--- config.mk ---
export PLATFORM = sky130hd
export DESIGN_NAME = forward_row_box_blur
export DESIGN_NICKNAME = d
export VERILOG_FILES = /design/src/sv/fbb_pkg.sv /design/src/sv/fbb_ram.sv /design/src/sv/fbb_lane.sv /design/src/sv/fbb_merge.sv /design/src/sv/fbb_ctrl.sv /design/src/sv/forward_row_box_blur.sv
export VERILOG_INCLUDE_DIRS = /design/src /design/src/sv
export SDC_FILE = /design/constraint.sdc
export NUM_CORES = 2
export LEC_CHECK = 0
export BUFFER_PORTS_ARGS = -buffer_cell sky130_fd_sc_hd__buf_2
export CAP_MARGIN = 20
export CORE_MARGIN = 2
export CORE_UTILIZATION = 60
export CTS_CLUSTER_DIAMETER = 30
export CTS_CLUSTER_SIZE = 10
export DETAILED_ROUTE_END_ITERATION = 6
export GPL_TIMING_DRIVEN = 0
export PLACE_DENSITY = 0.76
export SYNTH_ARGS = -nofsm -noshare
export SYNTH_HDL_FRONTEND = slang
export SYNTH_SLANG_ARGS = --single-unit
--- constraint.sdc ---
create_clock -name clk -period 16.5 [get_ports clk]
set_input_delay 2.475 -clock clk [delete_from_list [all_inputs] [get_ports clk]]
set_output_delay 2.475 -clock clk [all_outputs]
set_load 0.005 [all_outputs]
--- src/sv/forward_row_box_blur_assert.svh ---
// Assertion macros for the forward row box blur RTL, used by the sequencer fbb_ctrl.
`ifndef FORWARD_ROW_BOX_BLUR_ASSERT_SVH
`define FORWARD_ROW_BOX_BLUR_ASSERT_SVH

`ifndef SYNTHESIS
`define FBB_ASSERT(label, prop) \
    label: assert property (@(posedge clk) disable iff (!rst_n) (prop)) \
        else $error("fbb assertion failed");
`define FBB_ASSERT_NEXT(label, ante, cons) \
    label: assert property (@(posedge clk) disable iff (!rst_n) (ante) |=> (cons)) \
        else $error("fbb assertion failed");
`else
`define FBB_ASSERT(label, prop)
`define FBB_ASSERT_NEXT(label, ante, cons)
`endif

`endif

--- src/sv/fbb_pkg.sv ---
// Constants, types and register codes for the forward row box blur.
package fbb_pkg;

    localparam int MAX_WINDOW    = 32;
    localparam int MAX_ROW_WIDTH = 4096;

    localparam int PIX_W    = 8;
    localparam int CHANNELS = 3;
    localparam int TDATA_W  = PIX_W * CHANNELS;

    localparam int ADDR_W = (MAX_WINDOW > 1) ? $clog2(MAX_WINDOW) : 1;
    localparam int FILL_W = $clog2(MAX_WINDOW + 1);
    localparam int COL_W  = (MAX_ROW_WIDTH > 1) ? $clog2(MAX_ROW_WIDTH) : 1;
    localparam int ROW_W  = $clog2(MAX_ROW_WIDTH + 1);
    localparam int SUM_W  = $clog2(MAX_WINDOW * 255 + 1);

    // reciprocal scale: 2^k >= 2^SUM_W * MAX_WINDOW keeps the quotient exact
    localparam int RECIP_SHIFT = SUM_W + ADDR_W;
    localparam int RECIP_W     = RECIP_SHIFT + 1;
    localparam int PROD_W      = SUM_W + RECIP_W;

    // configuration port
    localparam int WIN_CFG_W  = 6;
    localparam int ROW_CFG_W  = 13;
    localparam int CFG_DATA_W = 13;
    localparam int CFG_IDX_W  = 1;

    localparam logic [CFG_IDX_W-1:0] CFG_WINDOW = 1'b0;
    localparam logic [CFG_IDX_W-1:0] CFG_ROW    = 1'b1;

    localparam int WIN_RESET = (8 > MAX_WINDOW) ? MAX_WINDOW : 8;
    localparam int ROW_RESET = (640 > MAX_ROW_WIDTH) ? MAX_ROW_WIDTH : 640;

    typedef struct packed {
        logic                wr_en;
        logic [ADDR_W-1:0]   wr_addr;
        logic                rd_en;
        logic [ADDR_W-1:0]   rd_addr;
        logic                add_in;
        logic                sub_out;
        logic                load_prod;
        logic                bypass;
        logic                clear;
        logic [RECIP_W-1:0]  recip;
    } lane_ctrl_t;

    typedef struct packed {
        logic load;
        logic row_end;
    } out_ctrl_t;

endpackage

--- src/sv/fbb_ram.sv ---
// Generic single-write, single-read RAM with registered read data.
module fbb_ram #(
    parameter int WIDTH = 8,
    parameter int DEPTH = 32
) (
    input  logic                                       clk,
    input  logic                                       wr_en,
    input  logic [((DEPTH > 1) ? $clog2(DEPTH) : 1)-1:0] wr_addr,
    input  logic [WIDTH-1:0]                           wr_data,
    input  logic                                       rd_en,
    input  logic [((DEPTH > 1) ? $clog2(DEPTH) : 1)-1:0] rd_addr,
    output logic [WIDTH-1:0]                           rd_data
);

    logic [WIDTH-1:0] mem [DEPTH];

    always_ff @(posedge clk)
    begin
        if (wr_en)
        begin
            mem[wr_addr] <= wr_data;
        end
        if (rd_en)
        begin
            rd_data <= mem[rd_addr];
        end
    end

endmodule

--- src/sv/fbb_lane.sv ---
// One colour channel: pending-pixel store, running sum and reciprocal divide.
module fbb_lane (
    input  logic                           clk,
    input  logic                           rst_n,
    input  logic [fbb_pkg::PIX_W-1:0]      pix,
    input  fbb_pkg::lane_ctrl_t            ctrl,
    output logic [fbb_pkg::PIX_W-1:0]      quot
);

    logic [fbb_pkg::SUM_W-1:0]  sum_reg;
    logic [fbb_pkg::SUM_W-1:0]  sum_next;
    logic [fbb_pkg::SUM_W-1:0]  sum_plus;
    logic [fbb_pkg::SUM_W-1:0]  operand;
    logic [fbb_pkg::PROD_W-1:0] prod_reg;
    logic [fbb_pkg::PIX_W-1:0]  pix_reg;
    logic [fbb_pkg::PIX_W-1:0]  rd_data;
    logic [fbb_pkg::PIX_W-1:0]  pop_val;

    fbb_ram #(
        .WIDTH (fbb_pkg::PIX_W),
        .DEPTH (fbb_pkg::MAX_WINDOW)
    ) u_store (
        .clk     (clk),
        .wr_en   (ctrl.wr_en),
        .wr_addr (ctrl.wr_addr),
        .wr_data (pix),
        .rd_en   (ctrl.rd_en),
        .rd_addr (ctrl.rd_addr),
        .rd_data (rd_data)
    );

    assign sum_plus = sum_reg + fbb_pkg::SUM_W'(pix);
    assign operand  = ctrl.add_in ? sum_plus : sum_reg;
    // oldest pixel written in the same cycle it was read: take the held copy
    assign pop_val  = ctrl.bypass ? pix_reg : rd_data;

    always_comb
    begin
        sum_next = sum_reg;
        if (ctrl.clear)
        begin
            sum_next = '0;
        end
        else if (ctrl.add_in)
        begin
            sum_next = sum_plus;
        end
        else if (ctrl.sub_out)
        begin
            sum_next = sum_reg - fbb_pkg::SUM_W'(pop_val);
        end
    end

    always_ff @(posedge clk or negedge rst_n)
    begin
        if (!rst_n)
        begin
            sum_reg <= '0;
        end
        else
        begin
            sum_reg <= sum_next;
        end
    end

    always_ff @(posedge clk)
    begin
        if (ctrl.add_in)
        begin
            pix_reg <= pix;
        end
        if (ctrl.load_prod)
        begin
            prod_reg <= fbb_pkg::PROD_W'(operand) * fbb_pkg::PROD_W'(ctrl.recip);
        end
    end

    assign quot = prod_reg[fbb_pkg::RECIP_SHIFT +: fbb_pkg::PIX_W];

endmodule

--- src/sv/fbb_merge.sv ---
// Output stage: joins the three channel quotients into one result register.
module fbb_merge (
    input  logic                                          clk,
    input  logic                                          rst_n,
    input  logic [fbb_pkg::CHANNELS-1:0][fbb_pkg::PIX_W-1:0] quot,
    input  fbb_pkg::out_ctrl_t                            ctrl,
    output logic                                          room,
    output logic                                          m_tvalid,
    input  logic                                          m_tready,
    output logic [fbb_pkg::TDATA_W-1:0]                   m_tdata,
    output logic                                          m_tlast
);

    logic                          valid_reg;
    logic                          valid_next;
    logic [fbb_pkg::TDATA_W-1:0]   data_reg;
    logic                          last_reg;

    assign room = !valid_reg || m_tready;

    always_comb
    begin
        valid_next = valid_reg;
        if (ctrl.load)
        begin
            valid_next = 1'b1;
        end
        else if (m_tready)
        begin
            valid_next = 1'b0;
        end
    end

    always_ff @(posedge clk or negedge rst_n)
    begin
        if (!rst_n)
        begin
            valid_reg <= 1'b0;
        end
        else
        begin
            valid_reg <= valid_next;
        end
    end

    always_ff @(posedge clk)
    begin
        if (ctrl.load)
        begin
            data_reg <= quot;
            last_reg <= ctrl.row_end;
        end
    end

    assign m_tvalid = valid_reg;
    assign m_tdata  = data_reg;
    assign m_tlast  = last_reg;

endmodule

--- src/sv/fbb_ctrl.sv ---
// Row sequencer: config registers, store pointers, fill count and flush.
`include "forward_row_box_blur_assert.svh"

module fbb_ctrl (
    input  logic                                 clk,
    input  logic                                 rst_n,
    input  logic                                 s_tvalid,
    output logic                                 s_tready,
    input  logic                                 cfg_we,
    input  logic [fbb_pkg::CFG_IDX_W-1:0]        cfg_index,
    input  logic [fbb_pkg::CFG_DATA_W-1:0]       cfg_data,
    input  logic                                 room,
    output fbb_pkg::lane_ctrl_t                  lane_ctrl,
    output fbb_pkg::out_ctrl_t                   out_ctrl
);

    typedef enum logic [2:0] {
        S_IDLE = 3'b001,
        S_POP  = 3'b010,
        S_READ = 3'b100
    } state_t;

    localparam logic [fbb_pkg::CFG_IDX_W-1:0] CFG_WINDOW_SEL = fbb_pkg::CFG_WINDOW;
    localparam logic [fbb_pkg::CFG_IDX_W-1:0] CFG_ROW_SEL    = fbb_pkg::CFG_ROW;

    state_t                         state_reg, state_next;
    logic [fbb_pkg::FILL_W-1:0]     win_reg, win_next;
    logic [fbb_pkg::ROW_W-1:0]      row_reg, row_next;
    logic [fbb_pkg::COL_W-1:0]      col_reg, col_next;
    logic [fbb_pkg::FILL_W-1:0]     fill_reg, fill_next;
    logic [fbb_pkg::ADDR_W-1:0]     wp_reg, wp_next;
    logic [fbb_pkg::ADDR_W-1:0]     rp_reg, rp_next;
    logic                           last_reg, last_next;
    logic                           end_reg, end_next;
    logic                           bypass_reg, bypass_next;

    logic                           accept;
    logic                           last_pix;
    logic                           emit;
    logic [fbb_pkg::FILL_W-1:0]     fill_inc;
    logic [fbb_pkg::FILL_W-1:0]     recip_idx;
    logic [fbb_pkg::ADDR_W-1:0]     wp_inc;
    logic [fbb_pkg::ADDR_W-1:0]     rp_inc;
    logic [fbb_pkg::WIN_CFG_W-1:0]  win_raw;
    logic [fbb_pkg::ROW_CFG_W-1:0]  row_raw;
    logic [fbb_pkg::FILL_W-1:0]     win_eff;
    logic [fbb_pkg::ROW_W-1:0]      row_eff;

    logic [fbb_pkg::RECIP_W-1:0]    recip_lut [fbb_pkg::MAX_WINDOW + 1];

    // ceil(2^k / n), worked out at elaboration
    assign recip_lut[0] = '0;
    for (genvar Div = 1; Div <= fbb_pkg::MAX_WINDOW; Div++)
    begin : g_recip
        assign recip_lut[Div] = fbb_pkg::RECIP_W'(
            ((64'd1 << fbb_pkg::RECIP_SHIFT) + 64'(Div) - 64'd1) / Div);
    end

    // a register write holds off requests for that cycle
    assign s_tready = (state_reg == S_IDLE) && !cfg_we;
    assign accept   = s_tvalid && s_tready;
    assign fill_inc = fill_reg + fbb_pkg::FILL_W'(1);
    assign last_pix = (fbb_pkg::ROW_W'(col_reg) + fbb_pkg::ROW_W'(1)) >= row_reg;
    assign emit     = fill_inc >= win_reg;
    assign wp_inc   = (wp_reg == fbb_pkg::ADDR_W'(fbb_pkg::MAX_WINDOW - 1)) ?
                      '0 : wp_reg + fbb_pkg::ADDR_W'(1);
    assign rp_inc   = (rp_reg == fbb_pkg::ADDR_W'(fbb_pkg::MAX_WINDOW - 1)) ?
                      '0 : rp_reg + fbb_pkg::ADDR_W'(1);
    assign recip_idx = accept ? fill_inc : fill_reg;

    assign win_raw = cfg_data[fbb_pkg::WIN_CFG_W-1:0];
    assign row_raw = cfg_data[fbb_pkg::ROW_CFG_W-1:0];

    always_comb
    begin
        if (win_raw == '0)
        begin
            win_eff = fbb_pkg::FILL_W'(1);
        end
        else if (32'(win_raw) > fbb_pkg::MAX_WINDOW)
        begin
            win_eff = fbb_pkg::FILL_W'(fbb_pkg::MAX_WINDOW);
        end
        else
        begin
            win_eff = fbb_pkg::FILL_W'(win_raw);
        end

        if (row_raw == '0)
        begin
            row_eff = fbb_pkg::ROW_W'(1);
        end
        else if (32'(row_raw) > fbb_pkg::MAX_ROW_WIDTH)
        begin
            row_eff = fbb_pkg::ROW_W'(fbb_pkg::MAX_ROW_WIDTH);
        end
        else
        begin
            row_eff = fbb_pkg::ROW_W'(row_raw);
        end
    end

    always_comb
    begin
        state_next  = state_reg;
        win_next    = win_reg;
        row_next    = row_reg;
        col_next    = col_reg;
        fill_next   = fill_reg;
        wp_next     = wp_reg;
        rp_next     = rp_reg;
        last_next   = last_reg;
        end_next    = end_reg;
        bypass_next = bypass_reg;

        lane_ctrl           = '0;
        lane_ctrl.wr_addr   = wp_reg;
        lane_ctrl.rd_addr   = rp_reg;
        lane_ctrl.bypass    = bypass_reg;
        lane_ctrl.recip     = recip_lut[recip_idx];
        out_ctrl.load       = 1'b0;
        out_ctrl.row_end    = end_reg;

        case (state_reg)
            S_IDLE:
            begin
                if (cfg_we)
                begin
                    case (cfg_index)
                        CFG_WINDOW_SEL: win_next = win_eff;
                        CFG_ROW_SEL:    row_next = row_eff;
                        default:        win_next = win_reg;
                    endcase
                    // any write taken in idle restarts the row
                    col_next        = '0;
                    fill_next       = '0;
                    wp_next         = '0;
                    rp_next         = '0;
                    lane_ctrl.clear = 1'b1;
                end
                else if (accept)
                begin
                    lane_ctrl.wr_en  = 1'b1;
                    lane_ctrl.add_in = 1'b1;
                    wp_next          = wp_inc;
                    fill_next        = fill_inc;
                    last_next        = last_pix;
                    if (emit)
                    begin
                        lane_ctrl.rd_en     = 1'b1;
                        lane_ctrl.load_prod = 1'b1;
                        end_next            = last_pix && (fill_reg == '0);
                        bypass_next         = (rp_reg == wp_reg);
                        state_next          = S_POP;
                    end
                    else if (last_pix)
                    begin
                        state_next = S_READ;
                    end
                    else
                    begin
                        col_next = col_reg + fbb_pkg::COL_W'(1);
                    end
                end
            end

            S_READ:
            begin
                lane_ctrl.rd_en     = 1'b1;
                lane_ctrl.load_prod = 1'b1;
                end_next            = last_reg && (fill_reg == fbb_pkg::FILL_W'(1));
                bypass_next         = 1'b0;
                state_next          = S_POP;
            end

            S_POP:
            begin
                if (room)
                begin
                    out_ctrl.load     = 1'b1;
                    lane_ctrl.sub_out = 1'b1;
                    rp_next           = rp_inc;
                    fill_next         = fill_reg - fbb_pkg::FILL_W'(1);
                    if (last_reg && (fill_reg != fbb_pkg::FILL_W'(1)))
                    begin
                        state_next = S_READ;
                    end
                    else
                    begin
                        state_next = S_IDLE;
                        if (last_reg)
                        begin
                            col_next = '0;
                            wp_next  = '0;
                            rp_next  = '0;
                        end
                        else
                        begin
                            col_next = col_reg + fbb_pkg::COL_W'(1);
                        end
                    end
                end
            end

            default:
            begin
                state_next = S_IDLE;
            end
        endcase
    end

    always_ff @(posedge clk or negedge rst_n)
    begin
        if (!rst_n)
        begin
            state_reg  <= S_IDLE;
            win_reg    <= fbb_pkg::FILL_W'(fbb_pkg::WIN_RESET);
            row_reg    <= fbb_pkg::ROW_W'(fbb_pkg::ROW_RESET);
            col_reg    <= '0;
            fill_reg   <= '0;
            wp_reg     <= '0;
            rp_reg     <= '0;
            last_reg   <= 1'b0;
            end_reg    <= 1'b0;
            bypass_reg <= 1'b0;
        end
        else
        begin
            state_reg  <= state_next;
            win_reg    <= win_next;
            row_reg    <= row_next;
            col_reg    <= col_next;
            fill_reg   <= fill_next;
            wp_reg     <= wp_next;
            rp_reg     <= rp_next;
            last_reg   <= last_next;
            end_reg    <= end_next;
            bypass_reg <= bypass_next;
        end
    end

    `FBB_ASSERT(a_fill_within_window, fill_reg <= win_reg)
    `FBB_ASSERT(a_col_within_row, fbb_pkg::ROW_W'(col_reg) < row_reg)
    `FBB_ASSERT(a_read_only_in_flush, (state_reg != S_READ) || (last_reg && (fill_reg != '0)))
    `FBB_ASSERT(a_pop_has_pixel, (state_reg != S_POP) || (fill_reg != '0))
    `FBB_ASSERT_NEXT(a_pop_mid_row_returns, (state_reg == S_POP) && room && !last_reg, state_reg == S_IDLE)

endmodule

--- src/sv/forward_row_box_blur.sv ---
// Forward row box blur: top level joining sequencer, channel lanes and output stage.
// An item that completes a window has its product registered in each lane, then its
// result loaded into the output register once there is room; no new pixel is accepted
// until that load (store read and one reciprocal multiply per lane). The last pixel of
// a row flushes each pending output in turn, as the flush shares the same lanes.
// Reset clears control and sums, sets window 8 and row width 640; the store is not cleared.
module forward_row_box_blur (
    input  logic                              clk,
    input  logic                              rst_n,
    input  logic                              s_tvalid,
    output logic                              s_tready,
    input  logic [fbb_pkg::TDATA_W-1:0]       s_tdata,   // red_in, green_in, blue_in
    output logic                              m_tvalid,
    input  logic                              m_tready,
    output logic [fbb_pkg::TDATA_W-1:0]       m_tdata,   // red_out, green_out, blue_out
    output logic                              m_tlast,
    input  logic                              cfg_we,
    input  logic [fbb_pkg::CFG_IDX_W-1:0]     cfg_index,
    input  logic [fbb_pkg::CFG_DATA_W-1:0]    cfg_data
);

    fbb_pkg::lane_ctrl_t                               lane_ctrl;
    fbb_pkg::out_ctrl_t                                out_ctrl;
    logic                                              room;
    logic [fbb_pkg::CHANNELS-1:0][fbb_pkg::PIX_W-1:0]  pix;
    logic [fbb_pkg::CHANNELS-1:0][fbb_pkg::PIX_W-1:0]  quot;

    assign pix = s_tdata;

    fbb_ctrl u_ctrl (
        .clk       (clk),
        .rst_n     (rst_n),
        .s_tvalid  (s_tvalid),
        .s_tready  (s_tready),
        .cfg_we    (cfg_we),
        .cfg_index (cfg_index),
        .cfg_data  (cfg_data),
        .room      (room),
        .lane_ctrl (lane_ctrl),
        .out_ctrl  (out_ctrl)
    );

    for (genvar ch = 0; ch < fbb_pkg::CHANNELS; ch++)
    begin : g_lane
        fbb_lane u_lane (
            .clk   (clk),
            .rst_n (rst_n),
            .pix   (pix[ch]),
            .ctrl  (lane_ctrl),
            .quot  (quot[ch])
        );
    end

    fbb_merge u_merge (
        .clk      (clk),
        .rst_n    (rst_n),
        .quot     (quot),
        .ctrl     (out_ctrl),
        .room     (room),
        .m_tvalid (m_tvalid),
        .m_tready (m_tready),
        .m_tdata  (m_tdata),
        .m_tlast  (m_tlast)
    );

endmodule
Word-level counts from Yosys, hierarchy flattened
Memory sizes are Yosys's and may differ from the RTL's. A register that Yosys moved wholly into a read port is not among the register bits.
Cells that the tools add are included.
- add/sub/neg operators: 12
- multiply operators: 3
- $lt $le $gt $ge: 5
- equal/unequal tests: 19
- muxes and demuxes: 76
- bitwise gates (word level): 3
- reductions and logical operators: 24
- operators with widths (cell ; number):
    2-to-1 mux 13 bit ; 14
    2-to-1 mux 12 bit ; 7
    multiplier 13 x 19 -> 26 bit ; 3
    2-to-1 mux 5 bit ; 11
    adder 13 x 8 -> 13 bit ; 3
    subtractor 13 x 8 -> 13 bit ; 3
    2-to-1 mux 19 bit ; 2
    2-to-1 mux 6 bit ; 5
    2-to-1 mux 8 bit ; 3
    case mux 12 bit (2 select lines) ; 1
    2-to-1 mux 1 bit ; 20
    case mux 5 bit (2 select lines) ; 2
    2-to-1 mux 3 bit ; 6
    adder 12 x 1 -> 13 bit, second input constant ; 1
    >= comparator 13 bit ; 1
    greater-than comparator 13 bit, second input constant ; 1
    zero test 13 bit ; 1
    adder 12 x 1 -> 12 bit, second input constant ; 1
    zero test 6 bit ; 2
    case mux 6 bit (2 select lines) ; 1
    AND reduction 3 bit ; 4
    adder 5 x 1 -> 5 bit, second input constant ; 2
    equality test 5 bit, second input constant ; 2
    case mux 3 bit (3 select lines) ; 1
    28 further kinds ; 45
- register bits: 220
- bits in writable memories: 768
- memory bits (read-only): 1216
- bits of input ports: 43
- output and inout bits: 27
- memories kept: 4
- memories (name ; depth ; bits a word ; read ports ; clocked after memory_dff ; write ports ; line ; RTL):
    (no name shown) ; 64 ; 19 ; 1 ; 0 ; 0 ; fbb_ctrl.sv:120 ; lane_ctrl.recip = recip_lut[recip_idx];
    g_lane[0].u_lane.u_store.mem ; 32 ; 8 ; 1 ; 1 ; 1 ; fbb_ram.sv:15 ; logic [WIDTH-1:0] mem [DEPTH];
    g_lane[1].u_lane.u_store.mem ; 32 ; 8 ; 1 ; 1 ; 1 ; fbb_ram.sv:15 ;
    g_lane[2].u_lane.u_store.mem ; 32 ; 8 ; 1 ; 1 ; 1 ; fbb_ram.sv:15 ;

Logic depth before layout (Yosys ltp)
- depth after elaboration: 9
- depth in mapped cells: 39

Hierarchy
From an unflattened synthesis, not the netlist that was laid out.
- cells, all modules: 4749
- area total of the unflattened synthesis: 61755.5 µm²
- by module, submodules not included (module ; times used ; cells an instance ; area each (µm²) ; sequential area each (µm²)):
    fbb_ram ; 3 ; 417 ; 10133.5 ; 7927.6
    fbb_lane at g_lane[2].u_lane ; 1 ; 964 ; 8585.7 ; 805.8
    fbb_lane at g_lane[0].u_lane ; 1 ; 954 ; 8568.2 ; 805.8
    fbb_lane at g_lane[1].u_lane ; 1 ; 941 ; 8519.4 ; 805.8
    fbb_ctrl ; 1 ; 611 ; 4883.4 ; 1331.3
    fbb_merge ; 1 ; 28 ; 798.3 ; 775.7

Least setup slack after synthesis
No wires, ideal clock.
- kind: input to register
- start point: input port cfg_we
- end point: register g_lane[1].u_lane.prod_reg[25] (netlist bit) (data pin)
- library setup time: 0.260 ns
- data arrival time: 10.185 ns
- data required time: 16.240 ns
- setup slack: 6.056 ns
- stages: 36
- cell sequence: or4b_4 > clkinv_4 > nand2_2 > inv_2 > xnor2_1 > ha_1 > inv_1 > nor3_1 > a21oi_1 > a21oi_1 > o311ai_0 > a22o_1 > clkbuf_1 > buf_1 > nor2_1 > fa_1 > inv_1 > fa_1 > inv_1 > fa_1 > fa_1 > inv_1 > fa_1 > inv_1 > ha_1 > a21oi_1 > o221ai_1 > a21o_1 > a21o_1 > a21oi_1 > o311ai_0 > nand2_1 > o21ai_1 > o41ai_1 > o21bai_1 > xnor2_1
- longest elaborated chain between the ends: 9
- elaborated cells on any way between the ends: 13
- those cells by class: mul (1); mux (7); bitwise (1); reduce/logical (3); memory (1)
- RTL lines (what ; line ; RTL):
    from (decl) ; forward_row_box_blur.sv:17 ; input logic cfg_we,
    zero test 1 bit * ; fbb_ctrl.sv:60 ; assign s_tready = (state_reg == S_IDLE) && !cfg_we;
    logical AND 1 bit * ; fbb_ctrl.sv:60 ;
    named net s_tready ; forward_row_box_blur.sv:11 ; output logic s_tready,
    logical AND 1 bit * ; fbb_ctrl.sv:61 ; assign accept = s_tvalid && s_tready;
    2-to-1 mux 6 bit ; -- ;
    inverter 6 -> 7 bit (not written as such) ; fbb_ctrl.sv:120 ;
    memory read (64 x 19 bit) ; -- ;
    2-to-1 mux 19 bit (not written as such) (2 in series) ; fbb_ctrl.sv:120 ;
    multiplier 13 x 19 -> 26 bit * ; fbb_lane.sv:74 ; prod_reg <= fbb_pkg::PROD_W'(operand) * fbb_pkg::PROD_W'(ctrl.recip);
    to (signal assigned) ; fbb_lane.sv:74 ;
    to (decl) ; fbb_lane.sv:14 ; logic [fbb_pkg::PROD_W-1:0] prod_reg;
Mark *: on every way through the listed nets, which the timed path passes. The rest lies on a longest branch. The select of a mux whose other input is x is not followed.
A chain may end at the register's enable or synchronous reset.

Worst setup path in the final report
- start point: input port cfg_we
- end point: register g_lane[1].u_lane.prod_reg[25] (netlist bit) (data pin)
- longest elaborated chain between the ends: 9
- elaborated cells on any way between the ends: 13
- those cells by class: mul (1); mux (7); bitwise (1); reduce/logical (3); memory (1)
- RTL lines (what ; line):
    zero test 1 bit ; fbb_ctrl.sv:60
    logical AND 1 bit ; fbb_ctrl.sv:60
    logical AND 1 bit ; fbb_ctrl.sv:61
    2-to-1 mux 6 bit ; --
    inverter 6 -> 7 bit (not written as such) ; fbb_ctrl.sv:120
    memory read (64 x 19 bit) ; --
    2-to-1 mux 19 bit (not written as such) (2 in series) ; fbb_ctrl.sv:120
    multiplier 13 x 19 -> 26 bit * ; fbb_lane.sv:74
Mark *: on every way between the ends. The rest lies on a longest branch, timed or not. The select of a mux whose other input is x is not followed.

==> metrics.csv <==
stage,metric,value,unit
power_and_ir_drop,switch share,0.361,
sta,RSZ-0062 raised after global routing,no,
logic_synthesis,most frequent cell after synthesis,edfxtp_1,
logic_synthesis,Synth Area per Inst,11.9,µm²
power_and_ir_drop,Seq pwr share,0.322,
sta,relative slew slack,-0.0406,
grt,GRT Overall Usage,0.347,
clock_tree,Post-CTS Setup Inserts,0,
detailed_routing,met1 WL,64200,µm
die,Die X,323,µm
sta,final hold vios,0,
logic_synthesis,top cell type's share of synthesized area,0.424,
sta,final setup fails,0,
clock_tree,TritonCTS Buffers,158,
logic_synthesis,dominant cell type by area after synthesis,edfxtp_1,
detailed_routing,met2 WL,84900,µm
detailed_routing,Vias per Instance,6.10,
sta,Final Max Tran Viols,9,
sta,min Tclk post-route,12540,ps
sta,Clock Skew,61.8,ps
die,I/O pin total,70,
grt,"Remaining Overflow, GRT",0,
detailed_routing,Vias,42200,
power_and_ir_drop,P_sw,0.00325,W
sta,WHS,409,ps
grt,initial antenna violation count,4,
place,# port buffers,68,
detailed_routing,routed len/inst,25.5,µm
layout,area of the multi-input gates,29300,µm²
logic_synthesis,"EDFF count, synth",865,
sta,Fmax,79.7,MHz
worst_setup_path,"slowest stage delay, CP",1180,ps
clock_tree,Max Buffers Root-to-Sink,3,
logic_synthesis,"Top FF cell, synth",edfxtp_1,
logic_synthesis,Syn Inst Count,5151,
run_status,violated checks,max-slew violations,
worst_setup_path,CP max FO,10,
sta,Worst-Margin Slew,1560,ps
grt,vias in the first global route,43400,
die,FP Rows,117,
clock_tree,CTS tree,done,
logic_synthesis,Post-synth ARST share,0.0971,
logic_synthesis,synthesis-stage register bit count,958,
detailed_routing,WL final,176000,µm
power_and_ir_drop,internal power,0.00574,W
logic_synthesis,Yosys warning count,0,
layout,fillers,7062,
detailed_routing,Top Layer Used,met5,
detailed_routing,drt pass-1 iters,7,
sta,fin crit share,0.760,
power_and_ir_drop,worst vdd ir,0.147,mV
die,die footprint,105000,µm²
logic_synthesis,"Seq/Total Area, Yosys",0.463,
clock_tree,CTS HTree Levels,4,
grt,first-pass GRT wire length,267000,µm
place,routability-driven placement congestion ratio,1.11,
clock_tree,clock sinks,958,
logic_synthesis,syn nets,5955,
worst_setup_path,Critical Path Start Type,input pin,
layout,share of layout cells above drive strength 1,0.107,
sta,Sum Neg Setup Slack,0,ps
detailed_routing,drc violations,0,
layout,max reg flops,768,
clock_tree,"Clk pin slew, worst setup/hold paths",50,ps
clock_tree,worst skew pair latency,770,ps
layout,Final nets,6221,
power_and_ir_drop,Pleak,26.7,nW
place,post-DP HPWL,125000,µm
logic_synthesis,Unique masters post-synth,89,
logic_synthesis,dominant cells by area after synthesis,"edfxtp_1 (42%), fa_1 (17%), ha_1 (4.8%)",
detailed_routing,1st-iter DRT viols,4229,
worst_setup_path,crit path kind,in2reg,
logic_synthesis,Post-Syn Area,61200,µm²
die,Initial Utilization,0.603,
layout,area growth from synthesis to layout,13.5,%
flow_run,Max-cap violations,0,
die,die outline height,323,µm
clock_tree,hold buffers post-CTS,0,
detailed_routing,WL met3,15200,µm
logic_synthesis,commonest cells in the synthesized netlist,"edfxtp_1 (865), inv_1 (729), nand2_1 (545)",
power_and_ir_drop,total power per unit cell area,129,nW/µm²
worst_setup_path,"Req. time, crit path",16960,ps
worst_setup_path,critical path capture point type,flop,
run_status,status,finished with violations,
detailed_routing,Final ANT Viol Nets,0,
hold_path,Hold Path Class,reg2reg,
power_and_ir_drop,Clock power frac,0.366,
clock_tree,Resized cells post-CTS,0,
power_and_ir_drop,Combinational Power Share,0.312,
worst_setup_path,critical path buffer and inverter count,10,
layout,Register Area,28300,µm²
grt,largest net degree at the start of global routing,50,
worst_setup_path,WP data arrival,13010,ps
worst_setup_path,crit-path leading delay family,compound AO/OA/AOI/OAI gates,
clock_tree,root buf cell,clkbuf_16,
worst_setup_path,"Slowest-stage cell, CP",a22oi_1,
die,core area,101000,µm²
cell families (layout without fill, tap and decap cells):
logic type,Yosys count,in the layout,synth area share
other,0,2,0
multiplexers,326,326,0.0743
flip-flops,958,958,0.463
XOR/XNOR,127,127,0.0185
buffers and inverters,993,1387,0.0611
AO/OA/AOI/OAI,684,684,0.0720
AND/OR/NAND/NOR,1302,1302,0.0916
adder cells (fa/ha/maj),761,761,0.220
final timing paths:
kind                                               start                       endpoint  slack, ps  depth (start not counted)
setup reg to reg                     u_ctrl.state_reg[0]  g_lane[1].u_lane.prod_reg[25]       5360                         35
hold / removal             g_lane[1].u_lane.prod_reg[24]            u_merge.m_tdata[14]        410                          0
setup / recovery                                  cfg_we  g_lane[1].u_lane.prod_reg[25]       3960                         36
hold reg to reg            g_lane[1].u_lane.prod_reg[24]            u_merge.m_tdata[14]        410                          0
max in group asynchronous                          rst_n    g_lane[1].u_lane.sum_reg[1]      14020                          2
min in group asynchronous                          rst_n              u_ctrl.col_reg[0]       1750                          1
cells in the final DEF (no fill, tap or decap), drive strengths merged, types with 58 or more instances in the layout:
cell / instances
xnor2: 83
nand2b: 58
inv: 744
a21oi: 185
mux4: 97
nor2: 464
fa: 525
clkbuf: 396
mux2i: 174
clkinv: 69
dfrtp: 89
nand2: 546
edfxtp: 865
buf: 155
ha: 236
o21ai: 182
o221ai: 81
power by group through the flow:
stage               clock network (W)  logic (W)  registers [W]
detailed placement                  0    0.00272        0.00294
global placement                    0    0.00263        0.00294
global route                  0.00342    0.00305        0.00291
finish                        0.00329    0.00280        0.00290
CTS                           0.00331    0.00274        0.00290
floorplan                           0    0.00177        0.00291
stage by stage:
stage                     instances  power, W   util  instance area, µm²  worst slack, ps
after floorplan                5151   0.00469      -               61200             6060
after global placement         6587   0.00557  0.623               63300             3570
after detailed placement       6624   0.00565  0.631               64100             3440
after CTS                      6912   0.00896  0.685               69500             4200
after global routing           6913   0.00938  0.685               69500             3480
final                          6915   0.00899  0.685               69500             3960
routing by layer:
layer	vias to the layer above	GRT usage
li1	18100	-
met4	4	0.208
met1	21100	0.437
met5	-	0
met2	2435	0.570
met3	546	0.0542
final cells by class:
class	instances	area share
multi-input cells	3200	0.421
flip-flops and latches	958	0.407
clock buffers	185	0.0592
inverters	733	0.0397
well taps	1368	0.0246
clock inverters	103	0.0185
repair buffers	106	0.0151
plain buffers	260	0.0142
diodes	2	0.0000720
No activity file was read; power rests on OpenSTA's default activity.
